### src/tsg_pkg.sv
`default_nettype none
// ----------------------------------------------------------------------------
// Triangle span generator package
// Shared types for the front (setup) and back (span walk) parts.
// ----------------------------------------------------------------------------
package tsg_pkg;

	localparam int CoordW = 12;
	localparam int YW = 11;
	localparam int EdgeW = 28;
	localparam int ColorW = 32;

	// One classified job handed from the setup part to the span walker.
	typedef struct packed {
		logic               tall;   // single flagged result
		logic               point;  // all vertices on one row
		logic               do_bot; // bottom part present
		logic               do_top; // top part present
		logic [YW-1:0]      y1;
		logic [YW-1:0]      y2;
		logic [YW-1:0]      y3;
		logic [EdgeW-1:0]   x1f;    // x1 in fixed point
		logic [EdgeW-1:0]   x3f;    // x3 in fixed point
		logic [EdgeW-1:0]   sa_b;   // bottom slopes
		logic [EdgeW-1:0]   sb_b;
		logic [EdgeW-1:0]   sa_t;   // top slopes
		logic [EdgeW-1:0]   sb_t;
		logic [ColorW-1:0]  color;
	} job_t;

endpackage
`default_nettype wire

### src/tsg_div.sv
`default_nettype none
// ----------------------------------------------------------------------------
// Signed restoring divider
// Truncating signed division, one quotient bit per cycle.
// ----------------------------------------------------------------------------
module tsg_div #(
	parameter int NW = 48,
	parameter int DW = 12
) (
	input  wire logic                 clk,
	input  wire logic                 arst_n,
	input  wire logic                 start,
	input  wire logic signed [NW-1:0] num,
	input  wire logic        [DW-1:0] den,
	output logic                      busy,
	output logic signed [NW-1:0]      quo
);
	localparam int CW = $clog2(NW + 1);

	logic [NW-1:0] q_q;
	logic [NW:0]   rem_q;
	logic [DW-1:0] den_q;
	logic          neg_q;
	logic [CW-1:0] cnt_q;
	logic [NW:0]   trial;
	logic [NW:0]   shifted;

	assign shifted = {rem_q[NW-1:0], q_q[NW-1]};
	assign trial = shifted - {{(NW+1-DW){1'b0}}, den_q};

	always_ff @(posedge clk or negedge arst_n) begin
		if (!arst_n) begin
			cnt_q <= '0;
		end else if (start) begin
			cnt_q <= CW'(NW);
		end else if (cnt_q != '0) begin
			cnt_q <= cnt_q - 1'b1;
		end
	end

	always_ff @(posedge clk) begin
		if (start) begin
			q_q <= num[NW-1] ? -num : num;
			neg_q <= num[NW-1];
			den_q <= den;
			rem_q <= '0;
		end else if (cnt_q != '0) begin
			if (!trial[NW]) begin
				rem_q <= trial;
				q_q <= {q_q[NW-2:0], 1'b1};
			end else begin
				rem_q <= shifted;
				q_q <= {q_q[NW-2:0], 1'b0};
			end
		end
	end

	assign busy = (cnt_q != '0);
	assign quo = neg_q ? -$signed(q_q) : $signed(q_q);
endmodule
`default_nettype wire

### src/tsg_setup.sv
`default_nettype none
// ----------------------------------------------------------------------------
// Triangle setup
// Sorts vertices, classifies the triangle and computes split and slopes.
// ----------------------------------------------------------------------------
module tsg_setup #(
	parameter int MAX_ROWS = 64,
	parameter int FRAC_BITS = 16
) (
	input  wire logic                  clk,
	input  wire logic                  arst_n,
	input  wire logic                  in_valid,
	output logic                       in_ready,
	input  wire logic [tsg_pkg::CoordW-1:0] ax,
	input  wire logic [tsg_pkg::YW-1:0]     ay,
	input  wire logic [tsg_pkg::CoordW-1:0] bx,
	input  wire logic [tsg_pkg::YW-1:0]     by,
	input  wire logic [tsg_pkg::CoordW-1:0] cx,
	input  wire logic [tsg_pkg::YW-1:0]     cy,
	input  wire logic [tsg_pkg::ColorW-1:0] fill_color,
	output logic                       job_valid,
	input  wire logic                  job_ready,
	output tsg_pkg::job_t              job
);
	import tsg_pkg::*;

	localparam int NW = 48;
	localparam logic [2:0] ST_IDLE = 3'd0, ST_X4 = 3'd1, ST_SA = 3'd2,
		ST_SB = 3'd3, ST_TA = 3'd4, ST_TB = 3'd5, ST_OUT = 3'd6, ST_XD = 3'd7;

	logic [2:0] st_q;
	logic signed [13:0] x1_q, x2_q, x3_q, x4_q;
	logic [YW-1:0] y1_q, y2_q, y3_q;
	logic [ColorW-1:0] col_q;
	logic flat_bot, flat_top;
	job_t job_q;

	// sorting network, stable
	logic signed [13:0] sx0, sx1, sx2, px;
	logic [YW-1:0] sy0, sy1, sy2, py;
	function automatic logic signed [13:0] sx(input logic [CoordW-1:0] v);
		return 14'(signed'(v));
	endfunction

	always_comb begin
		px = '0; py = '0;
		sx0 = sx(ax); sy0 = ay;
		sx1 = sx(bx); sy1 = by;
		sx2 = sx(cx); sy2 = cy;
		if (sy0 > sy1) begin
			px = sx0; py = sy0; sx0 = sx1; sy0 = sy1; sx1 = px; sy1 = py;
		end
		if (sy1 > sy2) begin
			px = sx1; py = sy1; sx1 = sx2; sy1 = sy2; sx2 = px; sy2 = py;
		end
		if (sy0 > sy1) begin
			px = sx0; py = sy0; sx0 = sx1; sy0 = sy1; sx1 = px; sy1 = py;
		end
	end

	assign flat_bot = (y2_q == y3_q);
	assign flat_top = !flat_bot && (y1_q == y2_q);

	// divider operands
	logic [YW-1:0] d31, d21, d32;
	logic signed [NW-1:0] mprod_q;
	logic signed [NW-1:0] num;
	logic [YW-1:0] den;
	logic dstart, dbusy;
	logic signed [NW-1:0] quo;
	logic signed [13:0] xb, xl, xr;
	logic signed [25:0] p1, p2;

	assign d31 = y3_q - y1_q;
	assign d21 = y2_q - y1_q;
	assign d32 = y3_q - y2_q;
	assign xb = flat_bot ? x3_q : x4_q;
	assign xl = flat_top ? x1_q : x2_q;
	assign xr = flat_top ? x2_q : x4_q;

	// Split point numerator x1*(y3-y1) + (y2-y1)*(x3-x1), two small products.
	assign p1 = x1_q * signed'({1'b0, d31});
	assign p2 = signed'({1'b0, d21}) * (x3_q - x1_q);

	always_comb begin
		num = mprod_q;
		den = d31;
		unique case (st_q)
			ST_SA: begin
				num = NW'(signed'(x2_q - x1_q)) <<< FRAC_BITS; den = d21;
			end
			ST_SB: begin
				num = NW'(signed'(xb - x1_q)) <<< FRAC_BITS; den = d21;
			end
			ST_TA: begin
				num = NW'(signed'(x3_q - xl)) <<< FRAC_BITS; den = d32;
			end
			ST_TB: begin
				num = NW'(signed'(x3_q - xr)) <<< FRAC_BITS; den = d32;
			end
			default: begin
				num = mprod_q; den = d31;
			end
		endcase
	end

	logic go_q;
	assign dstart = go_q;

	tsg_div #(.NW(NW), .DW(YW)) u_div (
		.clk(clk), .arst_n(arst_n), .start(dstart), .num(num), .den(den),
		.busy(dbusy), .quo(quo)
	);

	logic [YW:0] cnt;
	assign cnt = flat_top ? {1'b0, d31} : {1'b0, d31} + 1'b1;

	assign in_ready = (st_q == ST_IDLE);
	assign job_valid = (st_q == ST_OUT);
	assign job = job_q;

	logic div_done;
	assign div_done = !go_q && !dbusy;

	always_ff @(posedge clk or negedge arst_n) begin
		if (!arst_n) begin
			st_q <= ST_IDLE;
			go_q <= 1'b0;
		end else begin
			go_q <= 1'b0;
			unique case (st_q)
				ST_IDLE: if (in_valid) begin
					st_q <= ST_X4;
				end
				ST_X4: begin
					// classification needs the registered sort
					if (y1_q == y3_q || cnt > (YW+1)'(MAX_ROWS)) begin
						st_q <= ST_OUT;
					end else if (flat_top) begin
						st_q <= ST_TA; go_q <= 1'b1;
					end else if (flat_bot) begin
						st_q <= ST_SA; go_q <= 1'b1;
					end else begin
						st_q <= ST_XD; go_q <= 1'b1;
					end
				end
				ST_XD: if (div_done) begin
					st_q <= ST_SA; go_q <= 1'b1;
				end
				ST_SA: if (div_done) begin
					st_q <= ST_SB; go_q <= 1'b1;
				end
				ST_SB: if (div_done) begin
					st_q <= flat_bot ? ST_OUT : ST_TA;
					go_q <= !flat_bot;
				end
				ST_TA: if (div_done) begin
					st_q <= ST_TB; go_q <= 1'b1;
				end
				ST_TB: if (div_done) begin
					st_q <= ST_OUT;
				end
				ST_OUT: if (job_ready) begin
					st_q <= ST_IDLE;
				end
				default: st_q <= ST_IDLE;
			endcase
		end
	end

	always_ff @(posedge clk) begin
		if (st_q == ST_IDLE && in_valid) begin
			x1_q <= sx0; y1_q <= sy0;
			x2_q <= sx1; y2_q <= sy1;
			x3_q <= sx2; y3_q <= sy2;
			col_q <= fill_color;
		end
		if (st_q == ST_XD && div_done) begin
			x4_q <= 14'(quo);
		end
		if (st_q == ST_SB && div_done) job_q.sb_b <= EdgeW'(quo);
		if (st_q == ST_SA && div_done) job_q.sa_b <= EdgeW'(quo);
		if (st_q == ST_TA && div_done) job_q.sa_t <= EdgeW'(quo);
		if (st_q == ST_TB && div_done) job_q.sb_t <= EdgeW'(quo);
		if (st_q == ST_X4) begin
			mprod_q <= NW'(p1) + NW'(p2);
			job_q.point <= (y1_q == y3_q);
			job_q.tall <= (y1_q != y3_q) && (cnt > (YW+1)'(MAX_ROWS));
			job_q.do_bot <= !flat_top;
			job_q.do_top <= !flat_bot;
			job_q.y1 <= y1_q; job_q.y2 <= y2_q; job_q.y3 <= y3_q;
			job_q.x1f <= EdgeW'(x1_q) << FRAC_BITS;
			job_q.x3f <= EdgeW'(x3_q) << FRAC_BITS;
			job_q.color <= col_q;
		end
	end
endmodule
`default_nettype wire

### src/tsg_fifo.sv
`default_nettype none
// ----------------------------------------------------------------------------
// Job queue
// Two-entry queue between setup and span walker.
// ----------------------------------------------------------------------------
module tsg_fifo (
	input  wire logic          clk,
	input  wire logic          arst_n,
	input  wire logic          wr_valid,
	output logic               wr_ready,
	input  wire tsg_pkg::job_t wr_data,
	output logic               rd_valid,
	input  wire logic          rd_ready,
	output tsg_pkg::job_t      rd_data
);
	import tsg_pkg::*;

	job_t mem_q [2];
	logic wp_q, rp_q;
	logic [1:0] cnt_q;
	logic wr, rd;

	assign wr_ready = (cnt_q != 2'd2);
	assign rd_valid = (cnt_q != 2'd0);
	assign wr = wr_valid && wr_ready;
	assign rd = rd_valid && rd_ready;
	assign rd_data = mem_q[rp_q];

	always_ff @(posedge clk or negedge arst_n) begin
		if (!arst_n) begin
			wp_q <= 1'b0; rp_q <= 1'b0; cnt_q <= '0;
		end else begin
			if (wr) wp_q <= !wp_q;
			if (rd) rp_q <= !rp_q;
			cnt_q <= cnt_q + {1'b0, wr} - {1'b0, rd};
		end
	end

	always_ff @(posedge clk) begin
		if (wr) mem_q[wp_q] <= wr_data;
	end
endmodule
`default_nettype wire

### src/tsg_walk.sv
`default_nettype none
// ----------------------------------------------------------------------------
// Span walker
// Steps both edges row by row and emits one span a cycle unless the output is stalled.
// ----------------------------------------------------------------------------
module tsg_walk (
	input  wire logic                  clk,
	input  wire logic                  arst_n,
	input  wire logic                  job_valid,
	output logic                       job_ready,
	input  wire tsg_pkg::job_t         job,
	output logic                       out_valid,
	input  wire logic                  out_ready,
	output logic [tsg_pkg::YW-1:0]     row,
	output logic [tsg_pkg::EdgeW-1:0]  edge_a,
	output logic [tsg_pkg::EdgeW-1:0]  edge_b,
	output logic [tsg_pkg::ColorW-1:0] span_color,
	output logic                       last_span,
	output logic                       too_tall
);
	import tsg_pkg::*;

	localparam logic [1:0] W_IDLE = 2'd0, W_BOT = 2'd1, W_TOP = 2'd2;

	logic [1:0] st_q;
	job_t j_q;
	logic [YW-1:0] r_q;
	logic [EdgeW-1:0] ea_q, eb_q;
	logic ov_q;
	logic take, emit, last;

	assign job_ready = (st_q == W_IDLE);
	assign take = job_valid && job_ready;
	assign emit = (st_q != W_IDLE) && (!ov_q || out_ready);
	assign last = (st_q == W_BOT) ? (r_q == j_q.y2 && !j_q.do_top)
		: (r_q == j_q.y2 + 1'b1);

	always_ff @(posedge clk or negedge arst_n) begin
		if (!arst_n) begin
			st_q <= W_IDLE; ov_q <= 1'b0;
		end else begin
			if (out_ready) ov_q <= 1'b0;
			if (take) begin
				st_q <= (job.point || job.tall) ? W_BOT : job.do_bot ? W_BOT : W_TOP;
			end else if (emit) begin
				ov_q <= 1'b1;
				if (j_q.point || j_q.tall || last) st_q <= W_IDLE;
				else if (st_q == W_BOT && r_q == j_q.y2) st_q <= W_TOP;
			end
		end
	end

	always_ff @(posedge clk) begin
		if (take) begin
			j_q <= job;
			if (job.point || job.tall || job.do_bot) begin
				r_q <= job.y1; ea_q <= job.x1f; eb_q <= job.x1f;
			end else begin
				r_q <= job.y3; ea_q <= job.x3f; eb_q <= job.x3f;
			end
		end else if (emit) begin
			row <= r_q;
			edge_a <= j_q.tall ? '0 : ea_q;
			edge_b <= j_q.tall ? '0 : eb_q;
			span_color <= j_q.color;
			too_tall <= j_q.tall;
			last_span <= j_q.point || j_q.tall || last;
			if (st_q == W_BOT && r_q == j_q.y2) begin
				r_q <= j_q.y3; ea_q <= j_q.x3f; eb_q <= j_q.x3f;
			end else if (st_q == W_BOT) begin
				r_q <= r_q + 1'b1;
				ea_q <= ea_q + j_q.sa_b; eb_q <= eb_q + j_q.sb_b;
			end else begin
				r_q <= r_q - 1'b1;
				ea_q <= ea_q - j_q.sa_t; eb_q <= eb_q - j_q.sb_t;
			end
		end
	end

	assign out_valid = ov_q;

	a_valid_held: assert property (@(posedge clk) disable iff (!arst_n)
		(out_valid && !out_ready) |=> out_valid)
		else $error("result dropped while stalled");
	a_tall_last: assert property (@(posedge clk) disable iff (!arst_n)
		(out_valid && too_tall) |-> last_span)
		else $error("flagged result not last");
	a_hold: assert property (@(posedge clk) disable iff (!arst_n)
		(out_valid && !out_ready) |=> $stable(row) && $stable(edge_a))
		else $error("result changed while stalled");
endmodule
`default_nettype wire

### src/triangle_span_generator_unit.sv
`default_nettype none
// ----------------------------------------------------------------------------
// Triangle span generator
// Scanline fill of a triangle split into flat-bottom and flat-top parts.
// ----------------------------------------------------------------------------
// A request carries three vertices and a color. The setup part sorts the
// vertices by y, classifies the triangle and works out the split point and
// the inverse slopes on a shared bit-serial divider, one quotient bit per
// cycle. A general triangle needs five divides; a flat-top or flat-bottom
// triangle needs two; a single-row or too-tall triangle needs none. The span
// walker then emits one span per cycle while the output is not stalled, up to
// MAX_ROWS spans, so the setup sets the rate for general triangles. A
// two-entry job queue lets setup of the next triangle overlap the walk of the
// current one.
module triangle_span_generator_unit #(
	parameter int MAX_ROWS = 64,
	parameter int FRAC_BITS = 16
) (
	input  wire logic                       clk,
	input  wire logic                       arst_n,
	input  wire logic                       in_valid,
	output logic                            in_ready,
	input  wire logic [tsg_pkg::CoordW-1:0] ax,
	input  wire logic [tsg_pkg::YW-1:0]     ay,
	input  wire logic [tsg_pkg::CoordW-1:0] bx,
	input  wire logic [tsg_pkg::YW-1:0]     by,
	input  wire logic [tsg_pkg::CoordW-1:0] cx,
	input  wire logic [tsg_pkg::YW-1:0]     cy,
	input  wire logic [tsg_pkg::ColorW-1:0] fill_color,
	output logic                            out_valid,
	input  wire logic                       out_ready,
	output logic [tsg_pkg::YW-1:0]          row,
	output logic [tsg_pkg::EdgeW-1:0]       edge_a,
	output logic [tsg_pkg::EdgeW-1:0]       edge_b,
	output logic [tsg_pkg::ColorW-1:0]      span_color,
	output logic                            last_span,
	output logic                            too_tall
);
	import tsg_pkg::*;

	job_t s_job, q_job;
	logic s_v, s_r, q_v, q_r;

	// Triangle classification and slope setup.
	tsg_setup #(.MAX_ROWS(MAX_ROWS), .FRAC_BITS(FRAC_BITS))
	u_setup (
		.clk(clk), .arst_n(arst_n), .in_valid(in_valid), .in_ready(in_ready),
		.ax(ax), .ay(ay), .bx(bx), .by(by), .cx(cx), .cy(cy),
		.fill_color(fill_color), .job_valid(s_v), .job_ready(s_r), .job(s_job)
	);

	// Decoupling queue.
	tsg_fifo u_fifo (
		.clk(clk), .arst_n(arst_n), .wr_valid(s_v), .wr_ready(s_r),
		.wr_data(s_job), .rd_valid(q_v), .rd_ready(q_r), .rd_data(q_job)
	);

	// Row walker and result register.
	tsg_walk u_walk (
		.clk(clk), .arst_n(arst_n), .job_valid(q_v), .job_ready(q_r), .job(q_job),
		.out_valid(out_valid), .out_ready(out_ready), .row(row),
		.edge_a(edge_a), .edge_b(edge_b), .span_color(span_color),
		.last_span(last_span), .too_tall(too_tall)
	);
endmodule
`default_nettype wire
### config.mk
export PLATFORM = sky130hd
export DESIGN_NAME = triangle_span_generator_unit
export DESIGN_NICKNAME = d
export VERILOG_FILES = /design/src/tsg_pkg.sv /design/src/tsg_div.sv /design/src/tsg_setup.sv /design/src/tsg_fifo.sv /design/src/tsg_walk.sv /design/src/triangle_span_generator_unit.sv
export SDC_FILE = /design/constraint.sdc
export NUM_CORES = 2
export LEC_CHECK = 0
export BUFFER_PORTS_ARGS = -buffer_cell sky130_fd_sc_hd__buf_2
export CAP_MARGIN = 20
export CORE_ASPECT_RATIO = 1.25
export CORE_UTILIZATION = 56
export DETAILED_ROUTE_END_ITERATION = 7
export PLACE_DENSITY = 0.73
export SLEW_MARGIN = 0
export SYNTH_ARGS = -nofsm -noshare
export SYNTH_HDL_FRONTEND = slang
export SYNTH_SLANG_ARGS = --single-unit
### constraint.sdc
create_clock -name clk -period 11.7 [get_ports clk]
set_input_delay 1.17 -clock clk [delete_from_list [all_inputs] [get_ports clk]]
set_output_delay 1.17 -clock clk [all_outputs]
set_load 0.02 [all_outputs]
# [Word-level counts from Yosys, hierarchy flattened]
# Memories as Yosys holds them, arrays and structs flattened.
# Index checks and enable logic that the tools add are counted.
[totals] latchBits=0 register_bits=864 in_bits=105 mem_bits_ro=0 mem_bits_rw=410 n_memories=1 wordCells=218
[op_classes] bitwise_logic=1 n_lt_le_gt_ge=4 mul=2 reduce_logical=42 n_eq_ne=22 n_div=0 addsub=23 n_shift=0 n_mux=68
[memory_table] memory="u_fifo.mem_q" words=2 word_bits=205 rd=1 rd_clocked_by_memory_dff=0 write_ports=1 line="tsg_fifo.sv:18" source="job_t mem_q [2];"
[ops] op="$mux W28" n=10
[ops] op="$mux W48" n=4
[ops] op="$pmux W48 S4" n=1
[ops] op="$mux W14" n=9
[ops] op="$mux W11" n=11
[ops] op="$add A28 B28 Y28" n=2
[ops] op="$sub A14 B14 Y14" n=4
[ops] op="$sub A28 B28 Y28" n=2
[ops] op="$eq A11 B11 Y1" n=5
[ops] op="$sub A49 B11 Y49" n=1
[ops] op="$neg A48 Y48" n=1
[ops] op="$gt A11 B11 Y1" n=3
[ops] op="$sub A11 B11 Y11" n=3
[ops] op="$mux W3" n=10
[ops] op="$neg A28 Y28" n=1
[ops] op="$add A26 B26 Y27" n=1
[ops] op="$mul A12 B15 Y26" n=1
[ops] op="$mul A14 B12 Y26" n=1
[ops] op="$pmux W3 S8" n=1
[ops] op="$add A11 B1 Y11 const B" n=2
[ops] op="$pmux W11 S2" n=1
[ops] op="$sub A14 B14 Y15" n=1
[ops] op="$logic_and A1 B1 Y1" n=14
[ops] op="$mux W2" n=7
[ops] op="other kinds (29)" n=66

# [Logic depth before layout (Yosys ltp)]
[logic_depth] ltp_word=9 depth_mapped=46

# [By module]
# A second synthesis with hierarchy kept.
[hier_totals] cells_unflattened=5999 hier_area_um2=73125.1
[by_module_without_submodules] module="tsg_setup" cells_each=2896 instances=1 area_per_inst_um2=30160.2
[by_module_without_submodules] module="tsg_walk" cells_each=1470 instances=1 area_per_inst_um2=17865.9
[by_module_without_submodules] module="tsg_fifo" cells_each=759 instances=1 area_per_inst_um2=17320.4
[by_module_without_submodules] module="tsg_div" cells_each=874 instances=1 area_per_inst_um2=7778.7

# [Least setup slack after synthesis]
# No wires, ideal clock.
[synth_timing] path_kind="reg-to-reg" startpoint="register u_setup.y2_q[1]" endpoint="register u_setup.mprod_q[25], data pin" path_stages_with_launch=40 setup_slack_ns=0.940 t_arrival_ns=10.503 required_time_ns=11.442 n_path_buf=1 cell_sequence="edfxtp_1 ha_1 a21o_1 a21o_1 a21oi_1 o21bai_1 a31oi_1 mux2i_1 a2111oi_0 clkbuf_1 nor2_1 ha_1 inv_1 fa_1 inv_1 fa_1 fa_1 inv_1 [... 4 more ...] o2111ai_1 a21oi_1 o21ai_0 a21oi_1 xor2_1 fa_1 fa_1 fa_1 fa_1 inv_1 ha_1 nand2_1 nor2_1 a21oi_1 a21oi_1 a211o_1 a21oi_1 xnor2_1"
[synth_via] elab_chain_cells=3
[synth_lines] item="from (decl)" line="tsg_setup.sv:33" source="logic [YW-1:0] y1_q, y2_q, y3_q;"
[synth_lines] item="from (signal assigned)" line="tsg_setup.sv:174" source="x2_q <= sx1; y2_q <= sy1;"
[synth_lines] item="$sub A11 B11 Y11" line="tsg_setup.sv:75" source="assign d21 = y2_q - y1_q;"
[synth_lines] item="$mul A12 B15 Y26" line="tsg_setup.sv:83" source="assign p2 = signed'({1'b0, d21}) * (x3_q - x1_q);"
[synth_lines] item="$add A26 B26 Y27" line="tsg_setup.sv:186" source="mprod_q <= NW'(p1) + NW'(p2);"
[synth_lines] item="to (signal assigned)" line="tsg_setup.sv:186"
[synth_lines] item="to (decl)" line="tsg_setup.sv:66" source="logic signed [NW-1:0] mprod_q;"
# Every way passes these cells.
# A chain may end at the register's enable or synchronous reset.

# [Worst setup path in the final report]
[layout_timing] startpoint="register u_setup.y2_q[0]" endpoint="register u_setup.mprod_q[46], data pin"
# The elaborated chain is that of the path after synthesis.

==> summary.json <==
{
  "status": {
    "outcome": "completed"
  },
  "sta": {
    "grt_setup_unrepaired": "false",
    "timing.final.max_slew_violations": 0,
    "hold_viol": 0,
    "period_needed_ps": 11040,
    "final-setup-viol-count": 0,
    "timing.setup.tns_ps": 0,
    "timing.slew.headroom_pct": 24.8,
    "fin_clk_skew_ps": 62.2,
    "fin_crit_sh_pct": 94.4,
    "timing_worst_slew_pin_value_ps": 1120,
    "clock.fmax_ghz": 0.0906,
    "timing.final.ws_setup_ps": 660
  },
  "die": {
    "rows": 143,
    "design.portCount": 208,
    "core-area_um2": 122000,
    "die_y_um": 394,
    "initial_core_util_pct": 56.6,
    "dieArea_um2": 124000,
    "die_w_um": 316
  },
  "worst_setup_path": {
    "critPathKind": "flop to flop",
    "cp-end-kind": "flop",
    "worst_ep_required_time_ps": 12140,
    "path_max_fanout": 5,
    "worst_ep_arrival_time_ps": 11480,
    "critical-path-top-delay-family": "adder cells",
    "worst_path_max_delay_cell": "fa_1",
    "critical-path-max-stage-delay_ps": 550,
    "critical-path-top-cell-by-count": "fa_1",
    "startpoint_type": "flop",
    "cp.depth": 44,
    "rr_worst_depth": 44,
    "cp_num_buf_inv": 8
  },
  "global_route": {
    "antenna_found_initial": 29,
    "grtUsageMet3_pct": 3.36,
    "use_met2_pct": 47.3,
    "grt_most_used_layer": "met2",
    "grt.met1_usage_pct": 33.5,
    "grt_start_max_net_pins": 146,
    "grt_util_all_layers_pct": 27.4,
    "total_congestion_overflow": 0,
    "grt_pass1_wl_mm": 258,
    "first_global_vias": 44774
  },
  "cts": {
    "clk_latency_ps": 740,
    "number_of_h_tree_levels": 3,
    "path_clk_slew_ps": 70,
    "max-clock-path-buffers": 3,
    "cts_inserted_buffers": 111,
    "clock_tree_from_tritoncts": "built",
    "cts.root.buffer_cell": "clkbuf_16",
    "clock_sink_count": 1231,
    "cts-hold-fix-buffers": 0
  },
  "place": {
    "place_ws_ps": 141,
    "dp_hpwl_mm": 126,
    "routability_congestion_estimate_from_global_placement": 0.992,
    "placed_cells_incl_taps": 7342,
    "io_buffers": 207
  },
  "logic_synthesis": {
    "yosys_warnings": 0,
    "avgSynthCellArea_um2": 12.3,
    "synth_async_sr_flop_share_pct": 1.38,
    "synth_enable_flop_cells": 1166,
    "synth_seq_cells": 1231,
    "post_synthesis_cell_type_with_the_largest_combined_area": "edfxtp_1",
    "synth_top_cells_by_count": "edfxtp_1, inv_1, nor2_1, nand2_1, ha_1",
    "syn-instance-count": 5625,
    "syn-cell-area_um2": 68900,
    "synthDistinctLibCells": 92,
    "dominantRegCellSynth": "edfxtp_1",
    "synth_area_leaders": "edfxtp_1, fa_1, ha_1",
    "mappedNetlistNets": 6380,
    "netlist.area_leader.share_pct": 50.8,
    "most_used_standard_cell_by_instance_count_after_synthesis": "edfxtp_1",
    "share_of_the_yosys_chip_area_belonging_to_registers_pct": 52.8
  },
  "finish": {
    "num-nets-final": 6617,
    "flow.area_growth_from_synthesis_pct": 10.2,
    "post-route-util_pct": 62.3,
    "stdcell_count": 7577,
    "drive_gt1_share_pct": 12.7
  },
  "detailed_routing": {
    "dr.first_iter.drc_count": 3547,
    "vias_per_cell": 5.81,
    "postRouteAntennaNets": 0,
    "wirelength_mm": 169,
    "detail_route.wl_per_cell_um": 22.3,
    "vias": 44030,
    "first_pass_iters": 6,
    "drcViolationCount": 0
  },
  "min_path": {
    "hold_depth": 0,
    "timing.hold.worst.class": "flop to flop"
  },
  "flow_run": {
    "max-cap-violations": 0
  }
}
## final cells by class
class | instances | area [µm²]
Clock buffer | 136 | 2900
Clock inverter | 74 | 781
Antenna cell | 23 | 57.6
Fill cell | 9196 | 45900
Multi-Input combinational cell | 3618 | 29800
Timing Repair Buffer | 305 | 1800
Inverter | 595 | 2240
Sequential cell | 1231 | 36400
Tap cell | 1595 | 2000
## stage by stage
stage,hold slack [ps],instance area [µm²]
2_1_floorplan,400,68900
3_3_place_gp,401,72100
3_5_place_dp,405,72100
4_1_cts,399,75800
5_1_grt,420,75900
6_report,409,76000
## layout by cell type (no fill, tap or decap), drive strengths merged, types with 19 or more instances in the layout
master,n
o21ai,201
o211ai,19
nand2,364
nor3,85
fa,321
mux2i,89
clkbuf,136
inv,597
diode,23
nand2b,58
and3,25
buf,305
clkinv,51
o31ai,27
or4,23
edfxtp,1166
and2,91
nor2,390
a21oi,275
o21bai,31
nor2b,131
o22ai,25
xnor2,188
a211oi,75
nand3,77
o21a,42
a22o,25
dfxtp,48
ha,329
a31oi,35
nor4,36
mux2,211
xor2,137
nand4,28
or3,28
a21o,71
## repair_timing
action	CTS	global route
resized for setup	0	15
setup buffers	0	1
setup endpoints to repair	0	7
## path summary, 6_finish.rpt
kind | startpoint | end | slack, ps
setup / recovery | u_setup.y2_q[0]$_DFFE_PP_ | u_setup.mprod_q[46]$_DFFE_PN_ | 660
hold / removal | u_setup.job[37]$_DFFE_PP_ | u_fifo.mem_q[1][37]$_DFFE_PP_ | 410
setup reg to reg | u_setup.y2_q[0]$_DFFE_PP_ | u_setup.mprod_q[46]$_DFFE_PN_ | 660
hold reg to reg | u_setup.job[37]$_DFFE_PP_ | u_fifo.mem_q[1][37]$_DFFE_PP_ | 410
max in group asynchronous | arst_n | u_setup.dstart$_DFF_PN0_ | 10690
min in group asynchronous | arst_n | u_fifo.cnt_q[1]$_DFF_PN0_ | 480
## cell families after synthesis
kind of cell	share of synthesized area, %
xor gates and xnor gates	4.13
adders and majority gates	15.3
and+or+nand+nor	10.0
DFF	52.8
muxes	4.74
AOI/OAI and AO/OA	8.74
buffers and inverters	4.26
## routing by layer
metal / vias to the layer above / share of wire, %
li1: 20437 / -
met1: 21864 / 38
met3: 347 / 6.0
met2: 1380 / 50
met5: - / 0.0059
met4: 2 / 5.5
## registers in the layout, summed over array words and instances, names as in the netlist, 3 cells and up
name	count
u_setup.st_q	3
u_setup.x4_q	14
u_setup.job	205
u_setup.x1_q	12
u_setup.u_div.cnt_q	6
u_walk.r_q	11
u_fifo.mem_q	410
u_setup.u_div.den_q	11
u_setup.x2_q	12
u_walk.eb_q	28
u_setup.col_q	32
u_setup.y1_q	11
u_walk.row	11
u_setup.y3_q	11
u_walk.j_q	181
u_walk.ea_q	28
u_walk.edge_b	28
u_walk.edge_a	28
u_walk.span_color	32
u_setup.y2_q	11
u_setup.mprod_q	27
u_setup.x3_q	12
u_setup.u_div.rem_q	48
u_setup.u_div.q_q	48
Power is not shown: default switching activity piles up to over one toggle a cycle in this logic, so the estimate is an artifact.
